### src/hw/rtl/ic0d_pkg.sv
// Package for the IC0 diagonal builder: payload structs, sizes, control structs.
// No dependencies.
package ic0d_pkg;

  localparam int MaxLine  = 64;
  localparam int MaxSlice = 4096;
  localparam int JAw      = $clog2(MaxLine);
  localparam int KAw      = $clog2(MaxSlice);
  localparam int RowW     = 18;
  localparam int SizeW    = 7;
  localparam int SizeMax  = 64;

  // Row index, slice size and row total; the total is kept at the full
  // product width since 64 * 64 * 64 rows do not fit in RowW bits.
  typedef logic [RowW-1:0] row_t;
  typedef logic [KAw:0]    slice_t;
  typedef logic [RowW+1:0] total_t;

  localparam logic [1:0] CfgISize = 2'd0;
  localparam logic [1:0] CfgJSize = 2'd1;
  localparam logic [1:0] CfgKSize = 2'd2;

  // Term select codes.
  localparam logic [1:0] SelI = 2'd0;
  localparam logic [1:0] SelJ = 2'd1;
  localparam logic [1:0] SelK = 2'd2;

  typedef struct packed {
    logic signed [31:0] diag_coef;
    logic signed [31:0] i_coupling;
    logic signed [31:0] j_coupling;
    logic signed [31:0] k_coupling;
  } in_item_t;

  typedef struct packed {
    logic signed [31:0] precond_diag;
    logic               row_last;
    logic               breakdown;
  } out_item_t;

  // Controller -> datapath commands.
  typedef struct packed {
    logic       load;       // capture the input transaction, start the row positions
    logic       pivot;      // form the pivot from the read terms
    logic       div_start;  // begin a term division
    logic [1:0] div_sel;    // which coupling: SelI, SelJ or SelK
    logic       div_store;  // write the finished term
    logic       out_load;   // place the result in the output register
  } dp_cmd_t;

  // Datapath -> controller status.
  typedef struct packed {
    logic mod_busy;
    logic div_busy;
    logic brk;
  } dp_sts_t;

  function automatic logic [SizeW-1:0] clamp_size(input logic [SizeW-1:0] s);
    logic [SizeW-1:0] v;
    v = s;
    if (s == '0) v = SizeW'(1);
    else if (s > SizeW'(SizeMax)) v = SizeW'(SizeMax);
    return v;
  endfunction

endpackage

### src/hw/rtl/ic0d_ctrl.sv
// Controller: sequences load, row positions, pivot, up to 3 divisions, result handoff.
// Depends on ic0d_pkg.
module ic0d_ctrl (
  input  logic              clk,
  input  logic              rst_n,
  input  logic              in_valid,
  output logic              in_stall,
  output logic              out_valid,
  input  logic              out_stall,
  input  ic0d_pkg::dp_sts_t sts,
  output ic0d_pkg::dp_cmd_t cmd
);
  typedef enum logic [6:0] {
    S_IDLE  = 7'b0000001,
    S_MOD   = 7'b0000010,
    S_READ  = 7'b0000100,
    S_PIV   = 7'b0001000,
    S_SQ    = 7'b0010000,
    S_DIV   = 7'b0100000,
    S_OUT   = 7'b1000000
  } state_t;

  state_t st_r, st_nxt;
  logic [1:0] sel_r, sel_nxt;
  logic ov_r, ov_nxt;

  assign in_stall = (st_r != S_IDLE);
  assign out_valid = ov_r;

  always_comb begin
    st_nxt = st_r; sel_nxt = sel_r; ov_nxt = ov_r;
    cmd = '0;
    cmd.div_sel = sel_r;
    if (ov_r && !out_stall) ov_nxt = 1'b0;
    unique case (st_r)
      S_IDLE: if (in_valid) begin cmd.load = 1'b1; st_nxt = S_MOD; end
      S_MOD: if (!sts.mod_busy) st_nxt = S_READ;
      S_READ: st_nxt = S_PIV;
      S_PIV: begin cmd.pivot = 1'b1; sel_nxt = ic0d_pkg::SelI; st_nxt = S_SQ; end
      S_SQ: if (sts.brk) begin
          cmd.div_store = 1'b1;
          if (sel_r == ic0d_pkg::SelK) st_nxt = S_OUT; else sel_nxt = sel_r + 2'd1;
        end else begin
          cmd.div_start = 1'b1; st_nxt = S_DIV;
        end
      S_DIV: if (!sts.div_busy) begin
          cmd.div_store = 1'b1;
          if (sel_r == ic0d_pkg::SelK) st_nxt = S_OUT;
          else begin sel_nxt = sel_r + 2'd1; st_nxt = S_SQ; end
        end
      S_OUT: if (!ov_r || !out_stall) begin
          cmd.out_load = 1'b1; ov_nxt = 1'b1; st_nxt = S_IDLE;
        end
      default: st_nxt = S_IDLE;
    endcase
  end

  always_ff @(posedge clk) begin
    if (!rst_n) begin
      st_r <= S_IDLE; sel_r <= ic0d_pkg::SelI; ov_r <= 1'b0;
    end else begin
      st_r <= st_nxt; sel_r <= sel_nxt; ov_r <= ov_nxt;
    end
  end

  a_onehot: assert property (@(posedge clk) disable iff (!rst_n) $onehot(st_r))
    else $error("state not one-hot");
  a_store_sel: assert property (@(posedge clk) disable iff (!rst_n)
    cmd.div_store |-> sel_r <= ic0d_pkg::SelK) else $error("bad term select");
  a_load_idle: assert property (@(posedge clk) disable iff (!rst_n)
    cmd.load |-> st_r == S_IDLE) else $error("load outside idle");
  a_out_hold: assert property (@(posedge clk) disable iff (!rst_n)
    out_valid && out_stall |=> out_valid) else $error("stalled result dropped");
endmodule

### config.mk
export PLATFORM = sky130hd
export DESIGN_NAME = ic0d_ctrl
export DESIGN_NICKNAME = d
export VERILOG_FILES = /design/src/hw/rtl/ic0d_pkg.sv /design/src/hw/rtl/ic0d_ctrl.sv
export SDC_FILE = /design/constraint.sdc
export NUM_CORES = 1
export LEC_CHECK = 0
export BUFFER_PORTS_ARGS = -buffer_cell sky130_fd_sc_hd__buf_2
export CAP_MARGIN = 20
export CELL_PAD_IN_SITES_DETAIL_PLACEMENT = 1
export CELL_PAD_IN_SITES_GLOBAL_PLACEMENT = 2
export CORE_UTILIZATION = 31
export DETAILED_ROUTE_END_ITERATION = 12
export PLACE_DENSITY = 0.87
export SLEW_MARGIN = 20
export SYNTH_ARGS = -nofsm -noshare
export SYNTH_HDL_FRONTEND = slang
export SYNTH_SLANG_ARGS = --single-unit
export TNS_END_PERCENT = 100
### constraint.sdc
create_clock -name clk -period 3.5 [get_ports clk]
set_input_delay 0.7 -clock clk [delete_from_list [all_inputs] [get_ports clk]]
set_output_delay 0.7 -clock clk [all_outputs]
set_load 0.01 [all_outputs]
==> run metrics, run 1 <==
outcome finished, final reports clean; First-pass DRT Iterations 2; commonest non-fill, non-tap cell in the layout buf_2; sequential area share after synthesis 31.7%; clk buf depth 2; Leakage 0.335 nW; Netlist cell types 33; DRC 0; Switching Share 24.8%; required time worst endpoint 2800 ps; Port Buffers 15; Syn Area/Cell 8.52 µm²; WL per Instance 13.0 µm; GPL Wtd Cong 0.799; final setup fails 0; crit path DAT 1790 ps; Comb pwr share 14.1%; Max-Cap Viols 0; final setup margin 1010 ps; setup bufs post-CTS 0; final WL 1500 µm; final hold vios 0; pre-CTS WS 1100 ps; Clock Skews 6.03 ps; Core ar. 1820 µm²; Syn Inst Count 74; largest net degree at the start of global routing 11; Sw Pwr 0.0000648 W; clock group share of total power 39.7%; Fin Setup TNS 0 ps; Post-Syn Area 631 µm²; initial antenna violation count 0; clock slew at reported path FFs 60 ps; #FFs+latches synth 10; die span in x 47.1 µm; RSZ-0062 raised after global routing no; Sink Count 10; Diodes inserted 0; Vias/cell 5.16; Worst Setup End Kind output pin; CTS tree yes; CP Launch Type register; vias post-DR 593; number of global-route vias before repair 539; pwr/cell area 344 nW/µm²; Initial Util 34.6%; Routed Antenna Nets 0; I/O pin count 16; hold_buf cts 0; post-cts sizing count 0; Worst-Margin Slew 414 ps; drt first-iter violations 2; row count 15; HPWL Detailed 1180 µm; layout cell share with drive strength beyond 1 30.0%; DIE AREA 2220 µm²; CTS Buf Count 3; global-route wire length before repair 2370 µm; Tcrit/Tclk final 71.3%; slew margin rel. 72.2%; Clk Latency, worst-skew pair 260 ps; H-tree depth 1; Worst Setup Path Type reg -> out; met2 Use GR 26.1%; maximum VDD drop 0.200 mV; worst hold path type reg -> reg; min Tclk post-route 2490 ps; GRT overflow 0; routing usage on met1 19.6%; Net Count, Synth 82; met3 Use GR 3.46%; Tot GR Track Use 15.5%; Die Ht 47.1 µm; Final #Nets 99; Max Slew Vio Count 0; Crit Path Max Fanout 7; Synth-to-Final Area Change 20.4%; Root Driver clkbuf_4; register share of total power 46.2%; FMAX 401 MHz; cell-internal power 0.000197 W; Synth Warn # 0; commonest cells after routing, fill and taps aside buf_2, dfxtp_1, nor3_1, nand2_1, and3_1; global routing's busiest layer met2
[cells in the mapped netlist (all sizes together)]
| library cell | count | area share, % |
|---|---|---|
| a21boi | 1 | 1.2 |
| nor2 | 3 | 1.8 |
| or3 | 1 | 0.99 |
| inv | 2 | 1.2 |
| nand3b | 3 | 3.6 |
| o21ai | 1 | 0.79 |
| a22o | 1 | 1.4 |
| nand3 | 3 | 2.4 |
| o41ai | 1 | 4.4 |
| xor2 | 2 | 2.8 |
| or4 | 1 | 1.8 |
| and3b | 1 | 1.4 |
| ha | 1 | 2.0 |
| nand2b | 1 | 0.99 |
| or4b | 1 | 1.6 |
| buf | 2 | 1.4 |
| clkbuf | 1 | 0.79 |
| nor3 | 7 | 5.6 |
| nor2b | 3 | 3.0 |
| or2 | 2 | 2.0 |
| nand4b | 2 | 2.8 |
| a211oi | 2 | 2.4 |
| and2 | 1 | 0.99 |
| mux2i | 2 | 3.2 |
| nor4 | 1 | 0.99 |
| a21oi | 3 | 2.4 |
| and3 | 4 | 4.0 |
| and4bb | 1 | 2.0 |
| or3b | 2 | 2.8 |
| a41o | 1 | 1.8 |
| nand2 | 7 | 4.2 |
| dfxtp | 10 | 32 |
[flip-flops by register name, indices dropped and copies added (netlist names)]
signal	count
sel_r	2
out_valid	1
st_r	7
[final cells by class]
class,instances,area (µm²)
fill,240,1060
multi-input combinational,59,409
sequential,10,200
timing repair buffer,15,75.1
clock buffer,4,36.3
tap,25,31.3
inverter,2,7.51
[path summary, 6_finish.rpt]
kind,from,end,slack (ps),cells after the start
worst max-delay path,st_r[3]$_SDFFE_PN0P_,cmd[6],1010,4
worst min-delay path,sel_r[0]$_SDFFE_PN0P_,sel_r[0]$_SDFFE_PN0P_,490,2
worst max register to register,st_r[3]$_SDFFE_PN0P_,st_r[0]$_SDFFE_PN1P_,1750,4
worst min register to register,sel_r[0]$_SDFFE_PN0P_,sel_r[0]$_SDFFE_PN0P_,490,2
[metal layers]
metal / vias to the layer above / wire, µm
met1: 270 / 761
met5: - / 0
met3: 2 / 47
met4: 0 / 8
met2: 11 / 678
li1: 310 / -
[stage by stage]
stage	power, W	util (%)	cell area, µm²	hold WS, ps	cells
detailed placement	0.000160	39.7	723	485	111
finish	0.000261	41.7	759	486	115
global placement	0.000159	39.7	723	457	111
global route	0.000277	41.7	759	527	115
floorplan	0.000149	-	631	491	74
CTS	0.000266	41.7	759	496	115
[power by group through the flow]
| stage | combinational, W | clock (W) | sequential (W) |
|---|---|---|---|
| 2_1_floorplan | 0.0000270 | 0 | 0.000122 |
| 3_3_place_gp | 0.0000363 | 0 | 0.000123 |
| 3_5_place_dp | 0.0000367 | 0 | 0.000124 |
| 4_1_cts | 0.0000369 | 0.000108 | 0.000121 |
| 5_1_grt | 0.0000405 | 0.000115 | 0.000121 |
| 6_report | 0.0000368 | 0.000104 | 0.000121 |
[worst max-delay path, cell delays in order, from the launching register on]
cell and delay (ps):
dfxtp_1 380, or4_4 590, nor2_1 250, and3_1 200
buf_2 120
[cell families after synthesis]
| logic type | Yosys count | share of synthesized area (%) |
|---|---|---|
| simple gates | 44 | 42.7 |
| compound gates | 10 | 14.3 |
| flops | 10 | 31.7 |
| buf+inv | 5 | 3.37 |
| xor+xnor | 2 | 2.78 |
| mux | 2 | 3.17 |
| fa+ha+maj | 1 | 1.98 |
Note: power is estimated with default switching activity, not from simulation.
==> run 2, diff against run 1 <==
--- a/config.mk
+++ b/config.mk
@@ -9,9 +9,9 @@
 export CAP_MARGIN = 20
 export CELL_PAD_IN_SITES_DETAIL_PLACEMENT = 1
 export CELL_PAD_IN_SITES_GLOBAL_PLACEMENT = 2
-export CORE_UTILIZATION = 31
+export CORE_UTILIZATION = 26
 export DETAILED_ROUTE_END_ITERATION = 12
-export PLACE_DENSITY = 0.87
+export PLACE_DENSITY = 0.79
 export SLEW_MARGIN = 20
 export SYNTH_ARGS = -nofsm -noshare
 export SYNTH_HDL_FRONTEND = slang
==> constraint.sdc (replaced) <==
create_clock -name clk -period 2.17 [get_ports clk]
set_input_delay 0.434 -clock clk [delete_from_list [all_inputs] [get_ports clk]]
set_output_delay 0.434 -clock clk [all_outputs]
set_load 0.01 [all_outputs]
==> run 2 against run 1 <==
  * Combinational power increased by 77%
  * Largest power group unchanged
  * Utilization decreased by 6.6 points
  * Hold slack got worse by 23 ps
  * Sequential power increased by 60%
  * Largest cell class unchanged
  * Highest routed layer unchanged
  * Critical path type unchanged
==> run metrics, run 2 (synthesis gave the netlist of run 1 again) <==
outcome finished, final reports clean; total power draw 0.000388 W (+48%); Worst-Margin Slew 445 ps (+31.6 ps); met3 Use GR 5.36% (+1.9 points); R2R setup slack 420 ps (-1330 ps); Worst path max stage delay 530 ps (-60 ps); Initial Util 28.0% (-6.7 points); Largest Register st_r; Crit Path Max Fanout 6 (-1); Clock Skews 2.12 ps (-3.91 ps); slew margin rel. 70.1% (-2.1 points); row count 17 (+2); FMAX 480 MHz; GRT overflow 0 (unchanged); met2 Use GR 24.6% (-1.5 points); I/O pin count 16 (unchanged); final WL 1790 µm (+20%); routing usage on met1 17.4% (-2.2 points); CTS Buf Count 3 (unchanged); Vias/cell 5.21 (+1.0%); die span in x 51.3 µm (+8.8%); drt first-iter violations 4 (+2); CP Launch Type register; Fin Setup TNS 0 ps (unchanged); Worst Setup Path Type reg -> out; crit path DAT 1650 ps (-140 ps); Tcrit/Tclk final 96.0%; commonest non-fill, non-tap cell in the layout buf_2; pre-CTS WS 269 ps (-836 ps); pwr/cell area 490 nW/µm² (+42%); min Tclk post-route 2080 ps; required time worst endpoint 1740 ps (-1060 ps); Routed Antenna Nets 0 (unchanged); Die Ht 51.3 µm (+8.8%); Max-Cap Viols 0 (unchanged); Port Buffers 15 (unchanged); Core ar. 2250 µm² (+24%); RSZ-0062 raised after global routing no; global-route wire length before repair 2800 µm (+18%); H-tree depth 1 (unchanged); initial antenna violation count 0 (unchanged); WL per Instance 15.1 µm (+16%); final setup fails 0 (unchanged); final setup margin 87.4 ps (-918 ps); clock slew at reported path FFs 70 ps (about the same); Worst Setup End Kind output pin; layout cell share with drive strength beyond 1 38.5% (+8.5 points); Sink Count 10 (unchanged); CTS tree yes; DRC 0 (unchanged); DIE AREA 2630 µm² (+18%); GPL Wtd Cong 0.702 (-12%); commonest cells after routing, fill and taps aside buf_2, nor3_1, nand2_1; Tot GR Track Use 14.8% (-0.69 points); cell family with most CP delay simple AND/OR/NAND/NOR gates; First-pass DRT Iterations 4 (+2); Largest register FFs 7 (unchanged); global routing's busiest layer met2; final hold vios 0 (unchanged); Final #Nets 101 (+2.0%); Max Slew Vio Count 0 (unchanged); maximum VDD drop 0.237 mV (+18%); HPWL Detailed 1250 µm (+6.5%); largest net degree at the start of global routing 11 (unchanged); Synth-to-Final Area Change 25.4%; worst hold path type reg -> reg; number of global-route vias before repair 621 (+15%); vias post-DR 620 (+4.6%); hold_buf cts 0 (unchanged); crit path cell chain or4b_4 -> or2_4 -> a21oi_1 -> buf_2; clk buf depth 2 (unchanged); Diodes inserted 0 (unchanged); Leakage 0.350 nW (+4.7%); Clk Latency, worst-skew pair 270 ps (about the same); Root Driver clkbuf_4; CP max stage cell or4b_4; Critical path buffers and inverters 1 (unchanged)
run 2: path summary, 6_finish.rpt:
kind	cells past startpoint	to	from
worst max-delay path	4	cmd[0]	st_r[3]$_SDFFE_PN0P_
worst min-delay path	1	st_r[3]$_SDFFE_PN0P_	st_r[3]$_SDFFE_PN0P_
worst max register to register	4	st_r[2]$_SDFFE_PN0P_	st_r[3]$_SDFFE_PN0P_
worst min register to register	1	st_r[3]$_SDFFE_PN0P_	st_r[3]$_SDFFE_PN0P_
run 2: per-stage QoR:
| step | utilization, % | instance area, µm² | hold slack (ps) | cells |
|---|---|---|---|---|
| floorplan | - | 631 | 491 | 74 |
| CTS | 33.8 | 762 | 467 | 118 |
| global route | 35.1 | 791 | 482 | 119 |
| finish | 35.1 | 791 | 463 | 119 |
| detailed placement | 32.6 | 734 | 469 | 115 |
| global placement | 32.6 | 734 | 463 | 115 |
run 2: where the power goes:
group          internal, W  switching, W
clock            0.0000642     0.0000649
combinational    0.0000300     0.0000352
sequential        0.000187    0.00000678
run 2: timing repair:
item                       4_1_cts  5_1_grt
hold endpoints to repair         0        0
setup endpoints to repair        2        3
buffers inserted                 0        1
resized for setup                3        7
run 2: layout make-up:
cell class / instances / area, µm²
multi-input combinational: 59 / 428
inverter: 2 / 7.51
fill: 295 / 1460
clock buffer: 3 / 22.5
timing repair buffer: 17 / 90.1
sequential: 10 / 208
tap: 28 / 35.0
run 2: per-layer routing:
metal | vias to the layer above | part of all wire, %
li1 | 308 | -
met1 | 292 | 46
met2 | 18 | 49
met3 | 2 | 4.9
met4 | 0 | 0.73
met5 | - | 0
